File: src/hdl/base58_encoder_macros.svh
// Assertion shorthands used by the encoder datapath.
// Both forms sample on the rising clock and stay quiet while reset is asserted.
`ifndef BASE58_ENCODER_MACROS_SVH
`define BASE58_ENCODER_MACROS_SVH

// Consequent must hold in the same cycle as the antecedent.
`define B58_ASSERT_SAME(label, ante, cons, msg) \
    label: assert property (@(posedge clk) disable iff (!rst_n) (ante) |-> (cons)) \
        else $error(msg);

// Consequent must hold in the cycle after the antecedent.
`define B58_ASSERT_NEXT(label, ante, cons, msg) \
    label: assert property (@(posedge clk) disable iff (!rst_n) (ante) |=> (cons)) \
        else $error(msg);

`endif

File: src/hdl/b58enc_pkg.sv
package b58enc_pkg;

    // Store geometry
    localparam int DIGIT_CAPACITY = 40;
    localparam int OUTPUT_LIMIT   = 36;
    localparam int CNT_W          = $clog2(DIGIT_CAPACITY + 1);
    localparam int ADDR_W         = $clog2(DIGIT_CAPACITY);

    // Field widths
    localparam int BYTE_W = 8;
    localparam int DIGIT_W = 6;
    localparam int CHAR_W = 7;
    localparam int LZ_W = 6;
    // Leading zeros (up to 63) plus digits (up to 40)
    localparam int TOT_W = 7;

    // Digit arithmetic: carry + digit * 256 stays below 14848
    localparam int RADIX = 58;
    localparam int SUM_W = 14;
    localparam int RECIP = 1130;
    localparam int RECIP_SHIFT = 16;
    localparam int PROD_W = SUM_W + 11;

    localparam logic [LZ_W-1:0]   ZERO_COUNT_MAX = 6'd63;
    localparam logic [CHAR_W-1:0] ZERO_MARK      = 7'h31;

    // Controller to datapath
    typedef struct packed {
        logic accept;
        logic fold_step;
        logic check;
        logic emit_step;
    } b58_cmd_t;

    // Datapath to controller
    typedef struct packed {
        logic fold_done;
        logic last_byte;
        logic check_error;
        logic emit_last;
    } b58_status_t;

    // Map one base-58 digit to its alphabet character
    function automatic logic [CHAR_W-1:0] b58_char(input logic [DIGIT_W-1:0] d);
        logic [BYTE_W-1:0] t;
        t = {2'b00, d};
        // Each range is a run of consecutive ASCII codes
        if (d inside {[0:8]})
            t = t + 8'd49;
        else if (d inside {[9:16]})
            t = t + 8'd56;
        else if (d inside {[17:21]})
            t = t + 8'd57;
        else if (d inside {[22:32]})
            t = t + 8'd58;
        else if (d inside {[33:43]})
            t = t + 8'd64;
        else if (d inside {[44:57]})
            t = t + 8'd65;
        else
            t = {1'b0, ZERO_MARK};
        return t[CHAR_W-1:0];
    endfunction

endpackage

File: src/hdl/b58enc_datapath.sv
`include "base58_encoder_macros.svh"

module b58enc_datapath
(
    input  logic                                clk,
    input  logic                                rst_n,
    input  b58enc_pkg::b58_cmd_t                cmd,
    output b58enc_pkg::b58_status_t             status,
    input  logic [b58enc_pkg::BYTE_W-1:0]       data_byte,
    input  logic                                end_of_message,
    output logic                                result_valid,
    output logic [b58enc_pkg::CHAR_W-1:0]       text_char,
    output logic                                final_char,
    output logic                                encode_error
);

    // Digit store, little-endian; read data is registered
    logic [b58enc_pkg::DIGIT_W-1:0] mem [b58enc_pkg::DIGIT_CAPACITY];
    logic [b58enc_pkg::DIGIT_W-1:0] rd_data_reg;
    logic [b58enc_pkg::ADDR_W-1:0]  rd_addr;
    logic                           wr_en;
    logic [b58enc_pkg::ADDR_W-1:0]  wr_addr;
    logic [b58enc_pkg::DIGIT_W-1:0] wr_data;

    // Message state
    logic [b58enc_pkg::CNT_W-1:0]   used_reg, used_next;
    logic [b58enc_pkg::LZ_W-1:0]    lz_reg, lz_next;
    logic                           nz_reg, nz_next;
    logic                           nzprev_reg, nzprev_next;
    logic                           ovf_reg, ovf_next;
    logic                           last_reg, last_next;

    // Fold sweep
    logic [b58enc_pkg::CNT_W-1:0]   idx_reg, idx_next;
    logic [b58enc_pkg::BYTE_W-1:0]  carry_reg, carry_next;

    // Text emission
    logic [b58enc_pkg::LZ_W-1:0]    zl_reg, zl_next;
    logic [b58enc_pkg::CNT_W-1:0]   dl_reg, dl_next;
    logic [b58enc_pkg::ADDR_W-1:0]  rd_idx_reg, rd_idx_next;

    // Result beat
    logic                           rv_reg, rv_next;
    logic [b58enc_pkg::CHAR_W-1:0]  ch_reg, ch_next;
    logic                           fin_reg, fin_next;
    logic                           err_reg, err_next;

    // Digit unit
    logic                           in_use;
    logic [b58enc_pkg::CNT_W-1:0]   idx_inc;
    logic                           cont_in_use;
    logic                           at_cap;
    logic [b58enc_pkg::DIGIT_W-1:0] digit_in;
    logic [b58enc_pkg::SUM_W-1:0]   sum;
    logic [b58enc_pkg::PROD_W-1:0]  prod;
    logic [b58enc_pkg::BYTE_W-1:0]  quot;
    logic [b58enc_pkg::SUM_W-1:0]   quot_x58;
    logic [b58enc_pkg::SUM_W-1:0]   rem_full;

    // Final check and emission
    logic [b58enc_pkg::CNT_W-1:0]   used_trim;
    logic [b58enc_pkg::TOT_W-1:0]   total;
    logic                           check_err;
    logic                           emit_final;

    // Split carry + digit * 256 by 58 with a reciprocal multiply
    always_comb
    begin
        in_use      = idx_reg < used_reg;
        idx_inc     = idx_reg + b58enc_pkg::CNT_W'(1);
        cont_in_use = idx_inc < used_reg;
        at_cap      = idx_inc == b58enc_pkg::CNT_W'(b58enc_pkg::DIGIT_CAPACITY);
        // Before any nonzero byte the value is zero, whatever the store holds
        digit_in    = (in_use && nzprev_reg) ? rd_data_reg : '0;
        sum         = {digit_in, b58enc_pkg::BYTE_W'(0)}
                      + b58enc_pkg::SUM_W'(carry_reg);
        prod        = b58enc_pkg::PROD_W'(sum) * b58enc_pkg::PROD_W'(b58enc_pkg::RECIP);
        quot        = prod[b58enc_pkg::RECIP_SHIFT +: b58enc_pkg::BYTE_W];
        quot_x58    = b58enc_pkg::SUM_W'(quot) * b58enc_pkg::SUM_W'(b58enc_pkg::RADIX);
        rem_full    = sum - quot_x58;
    end

    // The top digit is nonzero once any nonzero byte is folded, so trimming
    // only drops the lone zero digit of an all-zero message
    always_comb
    begin
        used_trim  = nz_reg ? used_reg : '0;
        total      = b58enc_pkg::TOT_W'(lz_reg) + b58enc_pkg::TOT_W'(used_trim);
        check_err  = ovf_reg || (total >= b58enc_pkg::TOT_W'(b58enc_pkg::OUTPUT_LIMIT));
        emit_final = ((zl_reg == b58enc_pkg::LZ_W'(1)) && (dl_reg == '0))
                     || ((zl_reg == '0) && (dl_reg == b58enc_pkg::CNT_W'(1)));
    end

    always_comb
    begin
        status.fold_done   = ovf_reg || (!cont_in_use && ((quot == '0) || at_cap));
        status.last_byte   = last_reg;
        status.check_error = check_err;
        status.emit_last   = emit_final;
    end

    // Next-state logic
    always_comb
    begin
        used_next   = used_reg;
        lz_next     = lz_reg;
        nz_next     = nz_reg;
        nzprev_next = nzprev_reg;
        ovf_next    = ovf_reg;
        last_next   = last_reg;
        idx_next    = idx_reg;
        carry_next  = carry_reg;
        zl_next     = zl_reg;
        dl_next     = dl_reg;
        rd_idx_next = rd_idx_reg;
        rv_next     = 1'b0;
        ch_next     = ch_reg;
        fin_next    = fin_reg;
        err_next    = err_reg;
        rd_addr     = rd_idx_reg;
        wr_en       = 1'b0;
        wr_addr     = idx_reg[b58enc_pkg::ADDR_W-1:0];
        wr_data     = rem_full[b58enc_pkg::DIGIT_W-1:0];

        if (cmd.accept)
        begin
            // Count leading zeros, then start the sweep at digit zero
            nzprev_next = nz_reg;
            if (!nz_reg)
            begin
                if (data_byte == '0)
                begin
                    if (lz_reg == b58enc_pkg::ZERO_COUNT_MAX)
                        ovf_next = 1'b1;
                    else
                        lz_next = lz_reg + b58enc_pkg::LZ_W'(1);
                end
                else
                begin
                    nz_next = 1'b1;
                end
            end
            last_next  = end_of_message;
            carry_next = data_byte;
            idx_next   = '0;
            rd_addr    = '0;
        end
        else if (cmd.fold_step)
        begin
            // Fold one digit and fetch the next
            if (!ovf_reg)
            begin
                wr_en      = 1'b1;
                carry_next = quot;
                idx_next   = idx_inc;
                if (!in_use)
                    used_next = idx_inc;
                if (!cont_in_use && (quot != '0) && at_cap)
                    ovf_next = 1'b1;
            end
            if (cont_in_use || !at_cap)
                rd_addr = idx_inc[b58enc_pkg::ADDR_W-1:0];
            else
                rd_addr = '0;
        end
        else if (cmd.check)
        begin
            if (check_err)
            begin
                rv_next  = 1'b1;
                ch_next  = '0;
                fin_next = 1'b1;
                err_next = 1'b1;
            end
            else
            begin
                zl_next = lz_reg;
                dl_next = used_trim;
            end
            // Prefetch the top digit
            if (used_trim == '0)
                rd_idx_next = '0;
            else
                rd_idx_next = b58enc_pkg::ADDR_W'(used_trim - b58enc_pkg::CNT_W'(1));
            rd_addr = rd_idx_next;
        end
        else if (cmd.emit_step)
        begin
            rv_next  = 1'b1;
            fin_next = emit_final;
            err_next = 1'b0;
            if (zl_reg != '0)
            begin
                ch_next = b58enc_pkg::ZERO_MARK;
                zl_next = zl_reg - b58enc_pkg::LZ_W'(1);
            end
            else
            begin
                ch_next = b58enc_pkg::b58_char(rd_data_reg);
                dl_next = dl_reg - b58enc_pkg::CNT_W'(1);
                if (rd_idx_reg != '0)
                    rd_idx_next = rd_idx_reg - b58enc_pkg::ADDR_W'(1);
                rd_addr = rd_idx_next;
            end
        end

        // Return to an empty message after the last beat
        if ((cmd.check && check_err) || (cmd.emit_step && emit_final))
        begin
            used_next = b58enc_pkg::CNT_W'(1);
            lz_next   = '0;
            nz_next   = 1'b0;
            ovf_next  = 1'b0;
        end
    end

    // Digit store
    always_ff @(posedge clk)
    begin
        if (wr_en)
            mem[wr_addr] <= wr_data;
        rd_data_reg <= mem[rd_addr];
    end

    always_ff @(posedge clk or negedge rst_n)
    begin
        if (!rst_n)
        begin
            used_reg   <= b58enc_pkg::CNT_W'(1);
            lz_reg     <= '0;
            nz_reg     <= 1'b0;
            nzprev_reg <= 1'b0;
            ovf_reg    <= 1'b0;
            last_reg   <= 1'b0;
            idx_reg    <= '0;
            carry_reg  <= '0;
            zl_reg     <= '0;
            dl_reg     <= '0;
            rd_idx_reg <= '0;
            rv_reg     <= 1'b0;
            ch_reg     <= '0;
            fin_reg    <= 1'b0;
            err_reg    <= 1'b0;
        end
        else
        begin
            used_reg   <= used_next;
            lz_reg     <= lz_next;
            nz_reg     <= nz_next;
            nzprev_reg <= nzprev_next;
            ovf_reg    <= ovf_next;
            last_reg   <= last_next;
            idx_reg    <= idx_next;
            carry_reg  <= carry_next;
            zl_reg     <= zl_next;
            dl_reg     <= dl_next;
            rd_idx_reg <= rd_idx_next;
            rv_reg     <= rv_next;
            ch_reg     <= ch_next;
            fin_reg    <= fin_next;
            err_reg    <= err_next;
        end
    end

    assign result_valid = rv_reg;
    assign text_char    = ch_reg;
    assign final_char   = fin_reg;
    assign encode_error = err_reg;

    `B58_ASSERT_SAME(a_fold_in_range, cmd.fold_step && !ovf_reg,
        idx_reg < b58enc_pkg::CNT_W'(b58enc_pkg::DIGIT_CAPACITY),
        "fold step past the end of the digit store")
    `B58_ASSERT_SAME(a_used_bounds, 1'b1,
        (used_reg != '0) && (used_reg <= b58enc_pkg::CNT_W'(b58enc_pkg::DIGIT_CAPACITY)),
        "digit count out of range")
    `B58_ASSERT_SAME(a_error_beat, rv_reg && err_reg,
        fin_reg && (ch_reg == '0),
        "error beat must be final and carry no character")
    `B58_ASSERT_SAME(a_cleared_after_final, rv_reg && fin_reg,
        (used_reg == b58enc_pkg::CNT_W'(1)) && (lz_reg == '0) && !nz_reg && !ovf_reg,
        "message state not cleared after the final beat")

endmodule

File: src/hdl/b58enc_ctrl.sv
module b58enc_ctrl
(
    input  logic                     clk,
    input  logic                     rst_n,
    input  logic                     start,
    output logic                     busy,
    output b58enc_pkg::b58_cmd_t     cmd,
    input  b58enc_pkg::b58_status_t  status
);

    typedef enum logic [1:0] {
        S_IDLE,
        S_FOLD,
        S_CHECK,
        S_EMIT
    } state_t;

    state_t state_reg, state_next;
    logic   busy_reg;

    // Decode commands and the next state
    always_comb
    begin
        cmd        = '0;
        state_next = state_reg;
        case (state_reg)
            S_IDLE:
            begin
                if (start && !busy_reg)
                begin
                    cmd.accept = 1'b1;
                    state_next = S_FOLD;
                end
            end
            S_FOLD:
            begin
                cmd.fold_step = 1'b1;
                if (status.fold_done)
                    state_next = status.last_byte ? S_CHECK : S_IDLE;
            end
            S_CHECK:
            begin
                cmd.check  = 1'b1;
                state_next = status.check_error ? S_IDLE : S_EMIT;
            end
            S_EMIT:
            begin
                cmd.emit_step = 1'b1;
                if (status.emit_last)
                    state_next = S_IDLE;
            end
            default:
            begin
                state_next = S_IDLE;
            end
        endcase
    end

    // Hold state and busy
    always_ff @(posedge clk or negedge rst_n)
    begin
        if (!rst_n)
        begin
            state_reg <= S_IDLE;
            busy_reg  <= 1'b0;
        end
        else
        begin
            state_reg <= state_next;
            busy_reg  <= state_next != S_IDLE;
        end
    end

    assign busy = busy_reg;

endmodule

File: src/hdl/base58_encoder.sv
// Channel   Signals                                      Beat taken when
// ------    -------------------------------------------  ---------------------------
// input     start, busy, data_byte, end_of_message        start high, busy low
// result    result_valid, text_char, final_char,          every cycle result_valid
//           encode_error                                  is high
//
// A byte is taken in an accept step, then folded one digit a cycle through the
// single divide-by-58 unit, behind the registered read port, over the digits in
// use after folding it (at most 40); once the message has overflowed, its folds
// write no digit. A final byte then adds a check step and one character per
// cycle (an error beat comes from the check step); busy drops as the last beat shows.
// Reset is asynchronous, active low; the receiver cannot stall.
module base58_encoder
(
    input  logic                                clk,
    input  logic                                rst_n,
    input  logic                                start,
    output logic                                busy,
    input  logic [b58enc_pkg::BYTE_W-1:0]       data_byte,
    input  logic                                end_of_message,
    output logic                                result_valid,
    output logic [b58enc_pkg::CHAR_W-1:0]       text_char,
    output logic                                final_char,
    output logic                                encode_error
);

    b58enc_pkg::b58_cmd_t    cmd;
    b58enc_pkg::b58_status_t status;

    b58enc_ctrl u_ctrl
    (
        .clk    (clk),
        .rst_n  (rst_n),
        .start  (start),
        .busy   (busy),
        .cmd    (cmd),
        .status (status)
    );

    b58enc_datapath u_datapath
    (
        .clk            (clk),
        .rst_n          (rst_n),
        .cmd            (cmd),
        .status         (status),
        .data_byte      (data_byte),
        .end_of_message (end_of_message),
        .result_valid   (result_valid),
        .text_char      (text_char),
        .final_char     (final_char),
        .encode_error   (encode_error)
    );

endmodule

File: config.mk
export PLATFORM = sky130hd
export DESIGN_NAME = base58_encoder
export DESIGN_NICKNAME = d
export VERILOG_FILES = /design/src/hdl/b58enc_pkg.sv /design/src/hdl/b58enc_datapath.sv /design/src/hdl/b58enc_ctrl.sv /design/src/hdl/base58_encoder.sv
export VERILOG_INCLUDE_DIRS = /design/src /design/src/hdl
export SDC_FILE = /design/constraint.sdc
export NUM_CORES = 1
export LEC_CHECK = 0
export BUFFER_PORTS_ARGS = -buffer_cell sky130_fd_sc_hd__buf_4
export CAP_MARGIN = 5
export CORE_AREA = 2 2 139 209
export CTS_BUF_LIST = sky130_fd_sc_hd__clkbuf_8 sky130_fd_sc_hd__clkbuf_16
export DETAILED_ROUTE_END_ITERATION = 16
export DIE_AREA = 0 0 141 211
export GPL_ROUTABILITY_DRIVEN = 0
export PLACE_DENSITY = 0.78
export RECOVER_POWER = 25
export REMOVE_ABC_BUFFERS = 1
export SLEW_MARGIN = 20
export SYNTH_ARGS = -nofsm -noshare
export SYNTH_HDL_FRONTEND = slang
export SYNTH_SLANG_ARGS = --single-unit
File: constraint.sdc
create_clock -name clk -period 11.56 [get_ports clk]
set_input_delay 2.312 -clock clk [delete_from_list [all_inputs] [get_ports clk]]
set_output_delay 2.312 -clock clk [all_outputs]
set_load 0.02 [all_outputs]
==> metrics <==
first-pass GRT wire length=~64,000 µm; Die ar.=around 0.030 mm²; Routed Antenna Nets=0; Post-Synth Simple-Gate Area=12.9%; Slew headroom=-132%; Std-Cell Rows=75; Crit Path Category=reg -> reg; Fin Hold WS=0.487 ns; PostCTS Resize Cnt=0; CP max stage delay=0.54 ns; crit path DAT=8.63 ns; synthesized-area fraction occupied by xor and xnor cells=2.02%; vias in the first global route=between 10,000 and 15,000; Syn Inst Count=between 1,500 and 2,000; MaxCap Viol Count=2; minimum clock period=8.32 ns; Max Slew Vio Count=106; largest family of logic cells by synthesized area=compound AO/OA/AOI/OAI gates; synthesized area per cell=~11 µm²; Detailed Route Iter0 Violations=roughly 1,100; final period utilization=between 70 and 80%; GR Util All Layers=27.2%; mux cell area share after synthesis=under 10%; nature of the critical path endpoint=flop; final hold vios=0; layout cells sized above 1=~7.3%; area grow syn2layout=7.82%; CTS Sinks=307; Synth Register Bits=307; Top FF cell, synth=edfxtp_1; register area share after synthesis=51.5%; Initial DRT Pass Iterations=5; IO buf count=22; Die X=141 µm; unrepaired setup endpoints after global routing=false; I/O pin total=23; Post-CTS Setup Bufs=0; Synth cell types=slightly above 80; setup TNS=0 ns; Top delay family on crit path=adder cells; Layout Nets=roughly 1,700; CP bufs+invs=4; Initial Utilization=61.7%; via count=12,134; ys async rst share=around a fifth; commonest non-fill, non-tap cell in the layout=edfxtp_1; TritonCTS clock tree=built; Worst EP required=~12 ns; Worst-Margin Slew=approximately 3.5 ns; pin count of the biggest net entering global routing=67; Synth Cell Area=between 0.015 and 0.02 mm²; via/cell ratio=roughly 6.3; most frequent cells in the layout=edfxtp_1 (240), nand2_1 (214), nor2_1 (118); Routed WL=about 40,000 µm; DRC viols=0; Clock Latency Late Sink=about 0.55 ns; final setup vio count=0; number of flip-flops in the largest register=240; Worst Setup Start Kind=flop; CTS Hold Bufs=0; CP max FO=40; failing checks=max-capacitance violations, max-slew violations; core area=roughly 0.028 mm²; Max Clk Rate=120 MHz; global route overflow=0; number of synthesized flops with an enable pin=240; Die Ht=about 210 µm; Synth Warn #=0; status=complete, but fails checks; H-Tree Level Count=1; DP Wirelength=27,800 µm; root buffer cell=clkbuf_16; total CTS buffers=27; Layout fillers=about 2,100; Slowest-stage cell, CP=fa_1; adder-cell share of the synthesized area=11.9%; Clock Tree Buf Depth=3; cell mode on critical path=ha_1; routed len/inst=between 20 and 25 µm; post-synthesis compound-gate area fraction=between 10% and 20%; type of the worst min-delay path=reg -> reg; Clk pin slew, worst setup/hold paths=0.07 ns; Ant. Diodes=0; initial antenna violation count=0; Setup Skew=0.0212 ns
## final timing paths
kind	slack, ns	to	cells after the start	from
setup / recovery	3.24	u_datapath.mem[7][5]$_DFFE_PP_	29	u_datapath.idx_reg[4]$_DFFE_PN0P_
hold / removal	0.49	u_datapath.text_char[2]$_DFFE_PN0P_	2	u_datapath.text_char[2]$_DFFE_PN0P_
setup reg to reg	3.24	u_datapath.mem[7][5]$_DFFE_PP_	29	u_datapath.idx_reg[4]$_DFFE_PN0P_
hold reg to reg	0.49	u_datapath.text_char[2]$_DFFE_PN0P_	2	u_datapath.text_char[2]$_DFFE_PN0P_
max in group asynchronous	6.67	u_datapath.text_char[5]$_DFFE_PN0P_	1	rst_n
min in group asynchronous	2.94	u_datapath.carry_reg[4]$_DFFE_PN0P_	1	rst_n
## final cells by class
type | instances | area (µm²) | share of cell area (%)
Clock buffer | 29 | 703 | 3.79
Clock inverter | 20 | 236 | 1.28
Inverter | 102 | 383 | 2.07
Multi-Input combinational cell | 1089 | 7670 | 41.4
Sequential cell | 307 | 8850 | 47.8
Tap cell | 346 | 433 | 2.34
Timing Repair Buffer | 35 | 251 | 1.36
## per-stage QoR
stage	cell area [µm²]	std cells	utilization, %	setup WS [ns]
2_1_floorplan	16900	1498	-	3.13
3_3_place_gp	17600	1879	63.2	3.39
3_5_place_dp	17600	1879	63.2	3.30
4_1_cts	18600	1928	66.6	3.24
5_1_grt	18500	1928	66.5	2.77
6_report	18500	1928	66.5	3.24
## worst reg2reg max path: cells and delay by family, from the launching register on
family,cells,cell delay [ns]
buffers and inverters,4,0.50
DFF,1,0.50
xor gates and xnor gates,4,0.74
and+or+nand+nor,4,0.58
adders and majority gates,11,4.08
AOI/OAI and AO/OA,6,1.67
## kinds of logic (layout without fill, tap and decap cells)
| kind of cell | after synthesis | count (layout) |
|---|---|---|
| fa+ha+maj | 146 | 146 |
| xor+xnor | 38 | 38 |
| mux | 67 | 67 |
| compound gates | 355 | 355 |
| buf+inv | 173 | 186 |
| simple gates | 483 | 483 |
| flops | 307 | 307 |
## Yosys cell counts, types with 13 or more instances
cell type  instances  share of area [%]
xnor2_1           21                1.1
a21o_1            19               0.83
a32oi_1           15               0.76
ha_1             117                8.5
and3_1            23               0.84
o22ai_1           14               0.51
dfrtp_1           60                8.7
buf_2             20               0.58
a22oi_1           17               0.74
nand3_1           18               0.52
edfxtp_1         240                 42
xor2_1            16               0.82
nor3_1            26               0.76
nor2_1           118                2.6
o21ai_0           72                2.1
a21oi_1          107                3.1
nand2_1          215                4.7
mux2i_1           53                3.1
fa_1              29                3.4
and2_1            13               0.47
inv_1            101                2.2
clkbuf_1          39               0.85
## metal layers
metal | vias to the layer above | GRT usage (%) | wire length [µm]
met1 | 5949 | 32.1 | 15000
met4 | 0 | 10.9 | 1520
li1 | 5668 | - | -
met3 | 98 | 2.68 | 2070
met2 | 419 | 50.6 | 21300
met5 | - | 0 | 0
Power is not shown: default switching activity piles up to over one toggle a cycle in this logic, so the estimate is an artifact.
